$ cat src/rtl/core/mprmt_pkg.sv
// ============================================================================
// mprmt_pkg
// Shared types and constants for the MIDI part rhythm-mode tracker.
// ============================================================================
package mprmt_pkg;

    localparam int PART_COUNT = 16;
    localparam int PART_W     = 4;
    localparam int HDR_DEPTH  = 10;

    localparam logic [1:0] OP_SYSEX = 2'd0;
    localparam logic [1:0] OP_BANK  = 2'd1;
    localparam logic [1:0] OP_QUERY = 2'd2;
    localparam logic [1:0] OP_CLEAR = 2'd3;

    localparam logic [1:0] MODE_XG  = 2'd0;
    localparam logic [1:0] MODE_GM2 = 2'd1;
    localparam logic [1:0] MODE_GS  = 2'd2;

    localparam logic [2:0] REG_MODE     = 3'd0;
    localparam logic [2:0] REG_XG_RHY   = 3'd1;
    localparam logic [2:0] REG_GM2_RHY  = 3'd2;
    localparam logic [2:0] REG_GM2_MEL  = 3'd3;
    localparam logic [2:0] REG_DEF_PART = 3'd4;

    // command handed from front to back
    typedef enum logic [3:0] {
        CMD_NONE  = 4'b0001,
        CMD_SET   = 4'b0010,
        CMD_QUERY = 4'b0100,
        CMD_CLEAR = 4'b1000
    } t_cmd;

    typedef struct packed {
        t_cmd       cmd;
        logic [3:0] part;
        logic [3:0] other_part;
        logic [1:0] map;       // 0..2 direct map; with one_bit set, want selects rhythm or melodic
        logic       one_bit;   // map request is rhythm/melodic only
        logic       want;
        logic       mark;
        logic       bank_op;   // bank select: check explicit flag and mode
        logic [6:0] bank_msb;
        logic [6:0] bank_lsb;
    } t_item;

    localparam int ITEM_W = $bits(t_item);

    typedef struct packed {
        logic       change_valid;
        logic [3:0] change_part;
        logic       change_rhythm;
        logic       is_rhythm;
        logic [6:0] effective_msb;
        logic [6:0] effective_lsb;
        logic       shares_map;
    } t_result;

    function automatic logic [4:0] gs_part(input logic [7:0] blk);
        logic [4:0] r;
        r = 5'h1f;
        if (blk == 8'h10) r = 5'd9;
        else if (blk >= 8'h11 && blk <= 8'h19) r = 5'(blk - 8'h11);
        else if (blk >= 8'h1a && blk <= 8'h1f) r = 5'(blk - 8'h10);
        return r;
    endfunction

endpackage

$ cat src/rtl/core/mprmt_front.sv
// ============================================================================
// mprmt_front
// Accepts items, assembles system exclusive messages and issues commands.
// ============================================================================
module mprmt_front (
    input  logic                 i_clk,
    input  logic                 i_rst_n,
    input  logic                 i_valid,
    output logic                 o_ready,
    input  logic [1:0]           i_op,
    input  logic [7:0]           i_data_byte,
    input  logic                 i_last_byte,
    input  logic [3:0]           i_part,
    input  logic [3:0]           i_other_part,
    input  logic [6:0]           i_bank_msb,
    input  logic [6:0]           i_bank_lsb,
    output logic                 o_valid,
    input  logic                 i_ready,
    output mprmt_pkg::t_item     o_item
);

    logic [7:0] r_hdr [mprmt_pkg::HDR_DEPTH];
    logic [3:0] r_cnt, n_cnt;
    logic       r_hit, n_hit, r_drum, n_drum;
    logic [7:0] h6;
    logic [4:0] idx1;
    logic [6:0] sum, ck;
    logic [4:0] gp;
    logic       gs_ok, xg_ok;
    mprmt_pkg::t_item item;

    assign o_valid = i_valid;
    assign o_ready = i_ready;
    assign h6 = (r_cnt == 4'd6) ? i_data_byte : r_hdr[6];
    assign idx1 = 5'(r_cnt) + 5'd1;
    assign sum = 7'(r_hdr[5] + r_hdr[6] + r_hdr[7] + r_hdr[8]);
    assign ck = 7'(8'h80 - {1'b0, sum});
    assign gp = mprmt_pkg::gs_part(r_hdr[6]);

    always_comb begin
        gs_ok = idx1 == 5'd11 && r_hdr[0] == 8'hf0 && r_hdr[1] == 8'h41
            && r_hdr[2] <= 8'h1f && r_hdr[3] == 8'h42 && r_hdr[4] == 8'h12
            && r_hdr[5] == 8'h40 && r_hdr[7] == 8'h15 && r_hdr[8] <= 8'h02
            && i_data_byte == 8'hf7 && gp < 5'(mprmt_pkg::PART_COUNT)
            && r_hdr[9] == {1'b0, ck};
        xg_ok = idx1 >= 5'd9 && r_hdr[0] == 8'hf0 && i_data_byte == 8'hf7
            && r_hdr[1] == 8'h43 && r_hdr[2][7:4] == 4'h1 && r_hdr[3] == 8'h4c
            && r_hdr[4] == 8'h08 && r_hdr[5] < 8'(mprmt_pkg::PART_COUNT) && r_hit;
    end

    always_comb begin
        item = '0;
        item.cmd = mprmt_pkg::CMD_NONE;
        item.part = i_part;
        item.other_part = i_other_part;
        item.bank_msb = i_bank_msb;
        item.bank_lsb = i_bank_lsb;
        n_cnt = r_cnt;
        n_hit = r_hit;
        n_drum = r_drum;
        unique case (i_op)
            mprmt_pkg::OP_SYSEX: begin
                if (i_last_byte) begin
                    n_cnt = '0;
                    n_hit = 1'b0;
                    n_drum = 1'b0;
                    item.mark = 1'b1;
                    if (gs_ok) begin
                        item.cmd = mprmt_pkg::CMD_SET;
                        item.part = gp[3:0];
                        item.map = r_hdr[8][1:0];
                    end else if (xg_ok) begin
                        item.cmd = mprmt_pkg::CMD_SET;
                        item.part = r_hdr[5][3:0];
                        item.one_bit = 1'b1;
                        item.want = r_drum;
                    end
                end else begin
                    if (r_cnt >= 4'd7 && 9'(h6) + 9'(r_cnt) == 9'd14) begin
                        n_hit = 1'b1;
                        n_drum = i_data_byte != 8'd0;
                    end
                    if (r_cnt != 4'd15) n_cnt = r_cnt + 4'd1;
                end
            end
            mprmt_pkg::OP_BANK: begin
                item.cmd = mprmt_pkg::CMD_SET;
                item.bank_op = 1'b1;
                item.one_bit = 1'b1;
            end
            mprmt_pkg::OP_QUERY: item.cmd = mprmt_pkg::CMD_QUERY;
            default:             item.cmd = mprmt_pkg::CMD_CLEAR;
        endcase
    end

    assign o_item = item;

    always_ff @(posedge i_clk) begin
        if (!i_rst_n) begin
            r_cnt <= '0;
            r_hit <= 1'b0;
            r_drum <= 1'b0;
        end else if (i_valid && i_ready) begin
            r_cnt <= n_cnt;
            r_hit <= n_hit;
            r_drum <= n_drum;
        end
    end

    always_ff @(posedge i_clk) begin
        if (i_valid && i_ready && i_op == mprmt_pkg::OP_SYSEX
            && r_cnt < 4'(mprmt_pkg::HDR_DEPTH)) begin
            r_hdr[r_cnt] <= i_data_byte;
        end
    end

endmodule

$ cat src/rtl/core/mprmt_queue.sv
// ============================================================================
// mprmt_queue
// Two-entry command queue between front and back.
// ============================================================================
module mprmt_queue (
    input  logic             i_clk,
    input  logic             i_rst_n,
    input  logic             i_valid,
    output logic             o_ready,
    input  mprmt_pkg::t_item i_item,
    output logic             o_valid,
    input  logic             i_ready,
    output mprmt_pkg::t_item o_item
);

    mprmt_pkg::t_item r_mem [2];
    logic             r_wp, r_rp;
    logic [1:0]       r_cnt;
    logic             push, pop;

    assign o_ready = r_cnt != 2'd2;
    assign o_valid = r_cnt != 2'd0;
    assign o_item  = r_mem[r_rp];
    assign push = i_valid && o_ready;
    assign pop  = o_valid && i_ready;

    always_ff @(posedge i_clk) begin
        if (!i_rst_n) begin
            r_wp <= 1'b0;
            r_rp <= 1'b0;
            r_cnt <= '0;
        end else begin
            if (push) r_wp <= ~r_wp;
            if (pop) r_rp <= ~r_rp;
            r_cnt <= 2'(r_cnt + 2'(push) - 2'(pop));
        end
    end

    always_ff @(posedge i_clk) begin
        if (push) r_mem[r_wp] <= i_item;
    end

endmodule

$ cat src/rtl/core/mprmt_back.sv
// ============================================================================
// mprmt_back
// Holds per-part maps and explicit flags; executes commands into results.
// ============================================================================
module mprmt_back (
    input  logic             i_clk,
    input  logic             i_rst_n,
    input  logic             i_valid,
    output logic             o_ready,
    input  mprmt_pkg::t_item i_item,
    input  logic [1:0]       i_mode,
    input  logic [6:0]       i_xg_rhy,
    input  logic [6:0]       i_gm2_rhy,
    input  logic [6:0]       i_gm2_mel,
    input  logic [3:0]       i_def_part,
    output logic             o_valid,
    input  logic             i_ready,
    output mprmt_pkg::t_result o_res
);

    logic [1:0] r_map [mprmt_pkg::PART_COUNT];
    logic [mprmt_pkg::PART_COUNT-1:0] r_expl;
    logic r_ovalid;
    mprmt_pkg::t_result r_res, res;
    logic fire, emit, do_write, p_ok, q_ok, rp, rq, want, skip;
    logic [1:0] cur, newmap, mp, mq;

    assign o_ready = !r_ovalid || i_ready;
    assign fire = i_valid && o_ready;
    assign o_valid = r_ovalid;
    assign o_res = r_res;

    assign p_ok = 5'(i_item.part) < 5'(mprmt_pkg::PART_COUNT);
    assign q_ok = 5'(i_item.other_part) < 5'(mprmt_pkg::PART_COUNT);
    assign mp = p_ok ? r_map[i_item.part] : 2'd0;
    assign mq = q_ok ? r_map[i_item.other_part] : 2'd0;
    assign rp = mp != 2'd0;
    assign rq = mq != 2'd0;
    assign cur = mp;

    always_comb begin
        res = '0;
        emit = 1'b0;
        do_write = 1'b0;
        skip = 1'b0;
        want = i_item.want;
        newmap = i_item.map;
        if (i_item.bank_op) begin
            skip = !p_ok || r_expl[i_item.part];
            priority if (i_mode == mprmt_pkg::MODE_XG) want = i_item.bank_msb == i_xg_rhy;
            else if (i_mode == mprmt_pkg::MODE_GM2) begin
                if (i_item.bank_msb == i_gm2_rhy) want = 1'b1;
                else if (i_item.bank_msb == i_gm2_mel) want = 1'b0;
                else skip = 1'b1;
            end else skip = 1'b1;
        end
        if (i_item.one_bit) newmap = {1'b0, want};
        unique case (i_item.cmd)
            mprmt_pkg::CMD_SET: begin
                if (!skip && (i_item.one_bit ? (rp != want) : (cur != newmap))) begin
                    emit = 1'b1;
                    do_write = 1'b1;
                    res.change_valid = 1'b1;
                    res.change_part = i_item.part;
                    res.change_rhythm = newmap != 2'd0;
                end
            end
            mprmt_pkg::CMD_QUERY: begin
                emit = 1'b1;
                res.is_rhythm = rp;
                res.effective_msb = rp ? ((i_mode == mprmt_pkg::MODE_XG) ? i_xg_rhy
                    : i_gm2_rhy) : i_item.bank_msb;
                res.effective_lsb = rp ? 7'd0 : i_item.bank_lsb;
                res.shares_map = i_mode == mprmt_pkg::MODE_GS && rp && rq && mp == mq;
            end
            default: ;
        endcase
    end

    always_ff @(posedge i_clk) begin
        if (!i_rst_n) begin
            r_ovalid <= 1'b0;
            r_expl <= '0;
            for (int i = 0; i < mprmt_pkg::PART_COUNT; i++)
                r_map[i] <= (4'(i) == i_def_part) ? 2'd1 : 2'd0;
        end else begin
            if (r_ovalid && i_ready) r_ovalid <= 1'b0;
            if (fire) begin
                if (emit) r_ovalid <= 1'b1;
                if (i_item.cmd == mprmt_pkg::CMD_CLEAR) begin
                    r_expl <= '0;
                    for (int i = 0; i < mprmt_pkg::PART_COUNT; i++)
                        r_map[i] <= (4'(i) == i_def_part) ? 2'd1 : 2'd0;
                end else if (i_item.cmd == mprmt_pkg::CMD_SET && p_ok) begin
                    if (i_item.mark) r_expl[i_item.part] <= 1'b1;
                    if (do_write) r_map[i_item.part] <= newmap;
                end
            end
        end
    end

    always_ff @(posedge i_clk) begin
        if (fire && emit) r_res <= res;
    end

endmodule

$ cat src/rtl/core/midi_part_rhythm_mode_tracker_top.sv
// ============================================================================
// midi_part_rhythm_mode_tracker_top
// Per-part rhythm map tracker driven by sysex bytes and bank selects.
// ============================================================================
// One item per clock sustained while the output is not stalled: the front
// decodes a sysex byte or event combinationally, a two-entry queue feeds
// the back, which updates the part table and registers at most one result.
// Configuration writes take effect at once.
module midi_part_rhythm_mode_tracker_top (
    input  logic        i_clk,
    input  logic        i_rst_n,
    input  logic        s_axis_tvalid,
    output logic        s_axis_tready,
    // [1:0] op, [9:2] data_byte, [13:10] part, [17:14] other_part,
    // [24:18] bank_msb, [31:25] bank_lsb
    input  logic [31:0] s_axis_tdata,
    input  logic        s_axis_tlast,   // last_byte
    output logic        m_axis_tvalid,
    input  logic        m_axis_tready,
    // [0] change_valid, [4:1] change_part, [5] change_rhythm, [6] is_rhythm,
    // [13:7] effective_msb, [20:14] effective_lsb, [21] shares_map
    output logic [23:0] m_axis_tdata,
    input  logic        i_cfg_we,
    input  logic [2:0]  i_cfg_addr,
    input  logic [6:0]  i_cfg_wdata
);

    logic [1:0] r_mode;
    logic [6:0] r_xg_rhy, r_gm2_rhy, r_gm2_mel;
    logic [3:0] r_def_part;
    logic f_valid, f_ready, q_valid, q_ready;
    mprmt_pkg::t_item f_item, q_item;
    mprmt_pkg::t_result res;

    always_ff @(posedge i_clk) begin
        if (!i_rst_n) begin
            r_mode <= 2'd0;
            r_xg_rhy <= 7'd127;
            r_gm2_rhy <= 7'd120;
            r_gm2_mel <= 7'd121;
            r_def_part <= 4'd9;
        end else if (i_cfg_we) begin
            unique case (i_cfg_addr)
                mprmt_pkg::REG_MODE:     r_mode <= i_cfg_wdata[1:0];
                mprmt_pkg::REG_XG_RHY:   r_xg_rhy <= i_cfg_wdata;
                mprmt_pkg::REG_GM2_RHY:  r_gm2_rhy <= i_cfg_wdata;
                mprmt_pkg::REG_GM2_MEL:  r_gm2_mel <= i_cfg_wdata;
                mprmt_pkg::REG_DEF_PART: r_def_part <= i_cfg_wdata[3:0];
                default: ;
            endcase
        end
    end

    mprmt_front u_front (
        .i_clk(i_clk), .i_rst_n(i_rst_n),
        .i_valid(s_axis_tvalid), .o_ready(s_axis_tready),
        .i_op(s_axis_tdata[1:0]), .i_data_byte(s_axis_tdata[9:2]),
        .i_last_byte(s_axis_tlast), .i_part(s_axis_tdata[13:10]),
        .i_other_part(s_axis_tdata[17:14]), .i_bank_msb(s_axis_tdata[24:18]),
        .i_bank_lsb(s_axis_tdata[31:25]),
        .o_valid(f_valid), .i_ready(f_ready), .o_item(f_item)
    );

    mprmt_queue u_queue (
        .i_clk(i_clk), .i_rst_n(i_rst_n),
        .i_valid(f_valid), .o_ready(f_ready), .i_item(f_item),
        .o_valid(q_valid), .i_ready(q_ready), .o_item(q_item)
    );

    mprmt_back u_back (
        .i_clk(i_clk), .i_rst_n(i_rst_n),
        .i_valid(q_valid), .o_ready(q_ready), .i_item(q_item),
        .i_mode(r_mode), .i_xg_rhy(r_xg_rhy), .i_gm2_rhy(r_gm2_rhy),
        .i_gm2_mel(r_gm2_mel), .i_def_part(r_def_part),
        .o_valid(m_axis_tvalid), .i_ready(m_axis_tready), .o_res(res)
    );

    assign m_axis_tdata = {2'b00, res.shares_map, res.effective_lsb, res.effective_msb,
        res.is_rhythm, res.change_rhythm, res.change_part, res.change_valid};

    a_change_no_query: assert property (@(posedge i_clk) disable iff (!i_rst_n)
        m_axis_tvalid && res.change_valid |-> !res.is_rhythm && !res.shares_map)
        else $error("change result carries query fields");

    a_share_needs_rhythm: assert property (@(posedge i_clk) disable iff (!i_rst_n)
        m_axis_tvalid && res.shares_map |-> res.is_rhythm)
        else $error("shared map without rhythm");

    a_queue_flow: assert property (@(posedge i_clk) disable iff (!i_rst_n)
        !q_valid |=> !(m_axis_tvalid && !$past(m_axis_tvalid) ))
        else $error("result without queued command");

endmodule

$ cat config.mk
export PLATFORM = sky130hd
export DESIGN_NAME = midi_part_rhythm_mode_tracker_top
export DESIGN_NICKNAME = d
export VERILOG_FILES = /design/src/rtl/core/mprmt_pkg.sv /design/src/rtl/core/mprmt_front.sv /design/src/rtl/core/mprmt_queue.sv /design/src/rtl/core/mprmt_back.sv /design/src/rtl/core/midi_part_rhythm_mode_tracker_top.sv
export SDC_FILE = /design/constraint.sdc
export NUM_CORES = 1
export LEC_CHECK = 0
export ABC_AREA = 1
export ABC_CLOCK_PERIOD_IN_PS = 8900
export BUFFER_PORTS_ARGS = -buffer_cell sky130_fd_sc_hd__buf_4
export CORE_ASPECT_RATIO = 1.75
export CORE_MARGIN = 2
export CORE_UTILIZATION = 55
export CTS_BUF_LIST = sky130_fd_sc_hd__clkbuf_4
export DETAILED_ROUTE_END_ITERATION = 6
export PLACE_DENSITY = 0.73
export SETUP_SLACK_MARGIN = 0.5
export SYNTH_ARGS = -nofsm -noshare
export SYNTH_HDL_FRONTEND = slang
export SYNTH_HIERARCHICAL = 1
export SYNTH_SLANG_ARGS = --single-unit
$ cat constraint.sdc
create_clock -name i_clk -period 8.9 [get_ports i_clk]
set_clock_uncertainty 0.2 [all_clocks]
set_input_delay 1.78 -clock i_clk [delete_from_list [all_inputs] [get_ports i_clk]]
set_output_delay 1.78 -clock i_clk [all_outputs]
set_load 0.005 [all_outputs]
==> Yosys cells after proc, flatten, opt, wreduce, memory -nomap -nowiden <==
Memory sizes are Yosys's and may differ from the RTL's. A register that Yosys moved wholly into a read port is not among the register bits.
Index checks and enable logic that the tools add are counted.
{ "classes": {"mul": 0, "mux": 103, "shifts": 0, "n_eq_ne": 50, "n_reduce_logical": 60, "order_cmp": 13, "addsub": 11, "bitwise": 20, "div": 0} }
{ "op_table": {"columns": ["cell", "n"], "rows": [
  ["1-bit two-way mux", 57],
  ["16-bit two-way mux", 3],
  ["2-bit two-way mux", 23],
  ["8-bit by 7-bit == test with 1-bit output, second input constant", 5],
  ["1-bit logical AND", 33],
  ["4-bit == test, first input constant", 8],
  ["8-bit by 5-bit == test with 1-bit output, second input constant", 3],
  ["8-bit by 5-bit <= comparator with 1-bit output, second input constant", 3],
  ["8-bit two-way mux", 3],
  ["7-bit adder", 3],
  ["7-bit == test", 3],
  ["5-bit two-way mux", 4],
  ["3-bit by 4-bit == test with 1-bit output, first input constant", 4],
  ["8-bit == test, second input constant", 2],
  ["8-bit by 5-bit greater-or-equal comparator with 1-bit output, second input constant", 2],
  ["4-bit two-way mux", 4],
  ["1-bit bitwise OR", 16],
  ["16-bit bitwise OR", 1],
  ["2-bit nonzero test", 8],
  ["7-bit two-way mux", 2],
  ["6-bit two-way mux", 2],
  ["4-bit one-hot mux with 3 select lines", 1],
  ["2-bit AND reduction", 6],
  ["5-bit subtractor, second input constant", 2],
  ["46 further kinds", 59]
]} }
{ "totals": {"input_bits": 48, "n_memories": 3, "mem_bits_rw": 176, "romBits": 0, "latchBits": 0, "ff_bits": 76, "word_cells": 280, "output_inout_bits": 26} }
{ "mem_list": {"columns": ["memory", "words", "width", "rd", "rd_clocked_by_memory_dff", "wr", "line_no", "source"], "rows": [
  ["u_front.r_hdr", 10, 8, 10, 0, 1, "mprmt_front.sv:22", "logic [7:0] r_hdr [mprmt_pkg::HDR_DEPTH];"],
  ["u_queue.r_mem", 2, 32, 1, 1, 1, "mprmt_queue.sv:16", "mprmt_pkg::t_item r_mem [2];"],
  ["u_back.r_map", 16, 2, 2, 0, 16, "mprmt_back.sv:21", "logic [1:0] r_map [mprmt_pkg::PART_COUNT];"]
]} }

==> Logic depth before layout (Yosys ltp) <==
Gate-level depths: netlist (run 1).
{ "depth": {"word_depth": 20, "ltp_mapped": 23, "mapped_depth_nobuf": 22} }

==> Hierarchy <==
The synthesis (run 1) kept the hierarchy.
{ "modules_own_cells": {"columns": ["mod", "n_inst", "cells_each", "seq_area_each_um2", "area_each_um2"], "rows": [
  ["mprmt_front", 1, 525, 2402.3, 4790.8],
  ["mprmt_back", 1, 646, 1961.9, 4469.3],
  ["mprmt_queue", 1, 136, 2021.9, 2701.3],
  ["midi_part_rhythm_mode_tracker_top", 1, 149, 540.5, 1096.1]
]} }

==> Worst setup path after synthesis (run 1) <==
OpenSTA, ideal clock, no wires.
{ "synth_timing": {"path_type": "input to register", "from": "input port s_axis_tvalid", "to": "memory u_queue/r_mem[1][0] in the netlist's numbering, enable pin", "slack_ns": 4.889, "path_buffers": 1, "setup_ns": 0.423, "cell_stages": 3, "arrival_time_ns": 3.389, "required_time_ns": 8.277, "path_cell_list": "buf_4 > nand2_1 > nor2_1"} }
{ "synth_via": {"elab_chain_len": 3} }
{ "synth_rtl": {"columns": ["element", "line_no", "source"], "rows": [
  ["start, declared", "midi_part_rhythm_mode_tracker_top.sv:12", "input logic s_axis_tvalid,"],
  ["1-bit logical AND", "mprmt_queue.sv:24", "assign push = i_valid && o_ready;"],
  ["1-bit two-way mux", "mprmt_queue.sv:40", "if (push) r_mem[r_wp] <= i_item;"],
  ["1-bit two-way mux (implied by the code)", "mprmt_queue.sv:40", null],
  ["end, declared", "mprmt_queue.sv:16", null]
]} }
Every way passes these cells.

==> results.ini, run 1 <==
[critical_path]
crit_path_start_kind = flip-flop
r2r_slack_ns = 4.64
cp.required_ns = 9.14
critPathMaxStageDelay_ns = 0.49
worstSetupPathType = flip-flop to flip-flop
cp_cell_sequence = inv_1, fa_1, fa_1, fa_1, ha_1, fa_1, nand2_1, nand2_1, nor2_1, nand2_1, nor2_1, nand3_1, nor2_4, nand3_4, nand2_1, inv_1, nand2_1, nand2_1
worst-path-buf-inv = 2
cp.depth = 18
cp_slowest_cell = fa_1
cp_common_cell = nand2_1
r2r_cells = 18
cp-end-kind = flip-flop
reg2reg_to = u_queue/r_mem[1][17]
rr_startpoint = u_front/r_hdr[6][1]
cp_max_fo = 9
critPathArrivalTime_ns = 4.50
crit_family = adder cells

[yosys]
syn-mean-instance-area_um2 = 8.97
yosys.area.top_type = edfxtp_1
synthesis.area_um2 = 13100
seq_area_frac_synth_pct = 53.0
ys.warnings.count = 6
ys_seq_elements = 249
synth_ff_type = edfxtp_1
syn_inst = 1456
synth_edf_count = 194
post-synth-top-area-fraction_pct = 44.6
netlist_top_cells_area = edfxtp_1 45%, nand2_1 11%, dfxtp_1 8.4%, inv_1 5.7%, nor2_1 5.6%
synthDistinctLibCells = 45
synthArstFlopShare_pct = 0

[cts]
cts.clk_slew.worst_paths_ns = 0.07
cts_tree = built
root_buffer = clkbuf_4
cts_resized = 0
numCtsBuffers = 57
insertion_delay_ns = 0.70
cts_sinks = 249
hold_buffers = 0
cts_setup_buffers = 0
htreeDepth = 2
clockBufferDepth = 3

[timing]
hold_viol = 0
final.setup.tns_ns = 0
period_needed_ns = 4.26
rsz0062_at_grt = no
max_slew_margin_pct = 13.8
setup_viol = 0
fmax_mhz = 235
worst_pin_slew_ns = 1.28
drv_slew = 0
period_share_pct = 47.8

[floorplanning]
core_region_area_um2 = 23300
pin_count = 74
dieWidth_um = 120
rows = 74
initial_core_util_pct = 56.0
die_h_um = 208
die_area_um2 = 25000

[route]
drt_pre_antenna_iters = 5
drc = 0
vias_per_cell = 5.23
antenna_left = 0
avgRoutedWirePerCell_um = 16.0
drtIter0Drc = 658
routed-via-count = 9909
wl_mm = 30.3

[hold_path]
hold_class = flip-flop to flip-flop
worstHoldStart = u_back/r_expl[13]
whs_path_depth = 2
min_to = u_back/r_expl[13]

[placed_design]
io_buffers = 71
gp_congestion = 0.966
dp_hpwl_mm = 22.6

[power]
leakage_nw = 6.33
vdd_drop_max_mv = 0.134
p_per_area_nw_per_um2 = 208

[run]
cap_violations = 0

[layout]
fin_nets = 1629
post-route-util_pct = 61.6
syn_to_final_growth_pct = 10.1
drive_gt1_share_pct = 15.5

[global_route]
track_usage_pct = 24.6
grt_pass1_wl_mm = 47.7
gr-total-overflow = 0
antenna_found_initial = 1
grt_pass1_vias = 9815
grt_max_degree = 36

[run_status]
status = finished, final reports clean

-- cell type report --
| cell class | count | area [um^2] |
|---|---|---|
| Fill cell | 2073 | 8950 |
| Antenna cell | 1 | 2.50 |
| Sequential cell | 249 | 6930 |
| Tap cell | 304 | 380 |
| Clock buffer | 84 | 631 |
| Clock inverter | 19 | 73.8 |
| Inverter | 205 | 769 |
| Timing Repair Buffer | 79 | 593 |
| Multi-Input combinational cell | 953 | 5000 |
-- layer usage --
layer / part of all wire (%) / wire length (um) / global-route usage, % / vias up
li1: - / - / - / 4920
met1: 34 / 10300 / 24.1 / 4553
met2: 54 / 16500 / 45.7 / 322
met3: 4.9 / 1470 / 4.20 / 114
met4: 6.8 / 2050 / 16.8 / 0
met5: 0 / 0 / 0 / -
-- Yosys cell counts, types with 13 or more instances --
cell      instances
nor3_1           13
dfxtp_1          55
a21oi_1          58
o21ai_0          30
ha_1             23
edfxtp_1        194
buf_4            28
fa_1             13
o22ai_1          15
nand2_2          14
nand3_1          94
mux2_4           30
nand2_1         383
nor2_1          196
inv_1           198
-- flip-flops by register name, indices dropped and copies added (netlist names), named ones only --
signal / cells
r_def_part: 4
r_gm2_mel: 7
r_gm2_rhy: 7
r_mode: 2
r_xg_rhy: 7
u_back/o_res: 22
u_back/o_valid: 1
u_back/r_expl: 16
u_back/r_map: 32
u_front/r_cnt: 4
u_front/r_drum: 1
u_front/r_hdr: 76
u_front/r_hit: 1
u_queue/r_cnt: 2
u_queue/r_mem: 64
u_queue/r_rp: 1
u_queue/r_wp: 1
-- cells in the final DEF (no fill, tap or decap), drive strengths merged, types with 4 or more instances in the layout --
| master | count |
|---|---|
| or2 | 6 |
| dfxtp | 55 |
| clkbuf | 84 |
| nor3 | 14 |
| nor2 | 210 |
| fa | 13 |
| edfxtp | 194 |
| nand2 | 398 |
| nand3b | 7 |
| xor2 | 4 |
| a21oi | 58 |
| o21ai | 38 |
| o211ai | 5 |
| inv | 206 |
| xnor2 | 8 |
| clkinv | 18 |
| ha | 23 |
| mux2 | 32 |
| o22ai | 15 |
| mux2i | 5 |
| nor4 | 4 |
| buf | 79 |
| nand4 | 9 |
| nand3 | 96 |
-- stage by stage --
stage / instance area (um^2) / total power [mW] / setup WS, ns / std cells / hold WS [ns]
3_3_place_gp: 13700 / 2.13 / 4.74 / 1790 / 0.245
6_report: 14400 / 2.99 / 4.64 / 1894 / 0.261
5_1_grt: 14400 / 3.15 / 4.36 / 1894 / 0.283
3_5_place_dp: 13700 / 2.15 / 4.68 / 1790 / 0.251
4_1_cts: 14400 / 3.02 / 4.65 / 1893 / 0.262
2_1_floorplan: 13100 / 1.98 / 4.89 / 1457 / 0.229
-- cell families (layout without fill, tap and decap cells) --
kind of cell | after synthesis | in the layout | synth area share [%]
other | 1 | 3 | 0.0287
and+or+nand+nor | 744 | 744 | 24.1
adders and majority gates | 36 | 36 | 4.20
xor gates and xnor gates | 12 | 12 | 0.805
muxes | 37 | 37 | 4.01
DFF | 249 | 249 | 53.0
AOI/OAI and AO/OA | 122 | 122 | 5.05
buffers and inverters | 255 | 387 | 8.78
-- worst min-delay path, delay by kind of cell (launching register included) --
kind                   cells  cell delay (ns)
AOI/OAI and AO/OA          1             0.06
DFF                        1             0.30
buffers and inverters      1             0.06
-- worst max path at each step --
stage / from / slack, ns / to
after floorplan: s_axis_tvalid / 4.89 / u_queue/r_mem[1][0]
after global routing: flip-flop / 4.36 / u_back/o_res[15]
after detailed placement: u_front/r_hdr[6][1] / 4.68 / u_queue/r_mem[0][24]
after global placement: flip-flop / 4.74 / u_back/o_res[13]
after CTS: flip-flop / 4.65 / u_back/o_res[15]
final: u_front/r_hdr[6][1] / 4.64 / u_queue/r_mem[1][17]
-- report_power, final --
group | total (mW) | leakage, nW | internal, mW | switching, mW
Sequential | 1.38 | 2.27 | 1.35 | 0.0316
Clock | 0.862 | 0.424 | 0.431 | 0.431
Combinational | 0.742 | 3.63 | 0.259 | 0.483
Power figures use the tool's default switching activity.
==> run 2, diff against run 1 <==
ABC_CLOCK_PERIOD_IN_PS = 3650   (was 8900)
PLACE_DENSITY = 0.76   (was 0.73)
clock period = 3.65 ns   (was 8.9 ns; I/O delays follow)
==> run 2 against run 1 <==
Compared with the run above:
- the run now ends with setup timing left
- count of clock-buffer cells in the layout is 5 lower
- clock power grew to 2.6 times the previous value
- die area stayed put
- worst hold slack worse by 0.21 ns
- combinational power grew to 3.1 times the previous value
- routed wire length is 12% higher
- critical path depth is 1 higher
- design area is 10% higher
- first-iteration DRC count is 46% higher
- core utilization is 6.4 points higher
==> results.ini, run 2 (same netlist as run 1, synthesis figures left out) <==
[run_status]
status = finished, violations left
violations = setup timing

[critical_path]
crit_path_start_kind = flip-flop
cp-end-kind = flip-flop
critPathMaxStageDelay_ns = 0.50
cp_common_cell = inv_2
cp_slowest_cell = fa_1
critPathArrivalTime_ns = 4.19
worstSetupPathType = flip-flop to flip-flop
cp.required_ns = 3.89
cp_max_fo = 8
cp_cell_sequence = inv_2, fa_2, inv_2, fa_1, inv_2, fa_1, ha_2, fa_1, o21ai_1, nor2_1, nand2_1, nor2_1, nand3_1, nor2_4, nand3_4, nand2_2, inv_2, nand2_2, nand3_2

[cts]
cts_sinks = 249
cts_tree = built
insertion_delay_ns = 0.73
clockBufferDepth = 3
cts.clk_slew.worst_paths_ns = 0.07
root_buffer = clkbuf_4
htreeDepth = 2
numCtsBuffers = 56

[placed_design]
dp_hpwl_mm = 23.4
placed_cells = 1826
io_buffers = 71
gp_congestion = 0.944

[timing]
timing.final.ws_setup_ns = -0.303
fmax_mhz = 253
setup_viol = 20
worst_pin_slew_ns = 0.900
period_share_pct = 108
max_slew_margin_pct = 39.8
period_needed_ns = 3.95
drv_slew = 0
hold_viol = 0
rsz0062_at_grt = yes

[layout]
largest_reg_flops = 76
drive_gt1_share_pct = 24.9
fin_nets = 1703
finalNonFillerCells = 1970
syn_to_final_growth_pct = 21.6
layout_common_cells = 323 x nand2_1, 194 x edfxtp_1, 185 x inv_1
layout_commonest_cell = nand2_1
top_regs = u_front/r_hdr (76), u_queue/r_mem (64), u_back/r_map (32)
top_register = u_front/r_hdr
n_fill_cell = 1771

[floorplanning]
pin_count = 74
die_h_um = 208
core_region_area_um2 = 23300
die_area_um2 = 25000
initial_core_util_pct = 56.0
dieWidth_um = 120
rows = 74

[hold_path]
hold_class = input pin to flip-flop

[global_route]
gr-total-overflow = 0
track_usage_pct = 25.4
grt_pass1_vias = 10300
grt_pass1_wl_mm = 49.5
antenna_found_initial = 2
grt_max_degree = 36

[route]
avgRoutedWirePerCell_um = 17.2
drtIter0Drc = 962
drc = 0
wl_mm = 33.8
drt_pre_antenna_iters = 6
antenna_left = 0
vias_per_cell = 5.42
routed-via-count = 10700

[power]
leakage_nw = 6.79
p_total_mw = 7.93
p_per_area_nw_per_um2 = 500
vdd_drop_max_mv = 0.362

[run]
cap_violations = 0

[run 2: power by group]
| part | leakage [nW] | internal (mW) | switching [mW] |
|---|---|---|---|
| logic | 4.09 | 0.882 | 1.42 |
| clock network | 0.433 | 1.14 | 1.10 |
| registers | 2.27 | 3.30 | 0.0892 |
[run 2: area by class of cell]
| type | count | area, um^2 | area share [%] |
|---|---|---|---|
| flip-flops and latches | 249 | 6940 | 43.7 |
| clock buffers | 79 | 593 | 3.74 |
| inverters | 205 | 783 | 4.93 |
| multi-input cells | 954 | 5670 | 35.7 |
| repair buffers | 153 | 1360 | 8.54 |
| well taps | 304 | 380 | 2.40 |
| diodes | 2 | 5.00 | 0.0315 |
| clock inverters | 24 | 146 | 0.922 |
[run 2: worst paths after layout]
check / slack [ns] / cells after the start / end / from
min: 0.05 / 3 / r_gm2_mel[5] / i_cfg_wdata[5]
min reg2reg: 0.25 / 2 / flip-flop / u_queue/r_rp
max: -0.30 / 19 / u_queue/r_mem[0][26] / u_front/r_hdr[7][1]
max reg2reg: -0.30 / 19 / u_queue/r_mem[0][26] / u_front/r_hdr[7][1]
[run 2: critical path, delay by kind of cell (launching register included)]
family | cells | cell delay [ns]
AND/OR/NAND/NOR | 9 | 0.88
buffers and inverters | 4 | 0.24
flip-flops | 1 | 0.36
AO/OA/AOI/OAI | 1 | 0.08
adder cells (fa/ha/maj) | 5 | 1.94
[run 2: metal layers]
layer	routed length (um)	vias to the layer above	GRT usage, %
li1	-	5067	-
met1	10800	4985	23.7
met2	18700	476	49.1
met3	1890	159	3.96
met4	2450	0	17.0
met5	0	-	0
[run 2: metrics by stage]
step	hold WS [ns]	worst slack, ns	utilization (%)	setup TNS, ns	area, um^2
2_1_floorplan	0.229	-0.0853	-	-0.783	13100
3_3_place_gp	0.241	-0.203	60.0	-2.85	14000
3_5_place_dp	0.247	-0.303	60.0	-5.15	14000
4_1_cts	0.00148	-0.237	64.4	-3.71	15000
5_1_grt	0.0336	-0.558	68.0	-9.20	15900
6_report	0.0533	-0.303	68.0	-4.59	15900
[run 2: what timing repair did]
| item | in CTS | in global routing |
|---|---|---|
| pin swaps | 5 | 27 |
| buffers inserted | 2 | 11 |
| hold buffers | 20 | 0 |
| endpoints found under the hold margin | 38 | 0 |
| resized for setup | 25 | 166 |
| cloned | 0 | 6 |
| endpoints found under the setup margin | 87 | 109 |
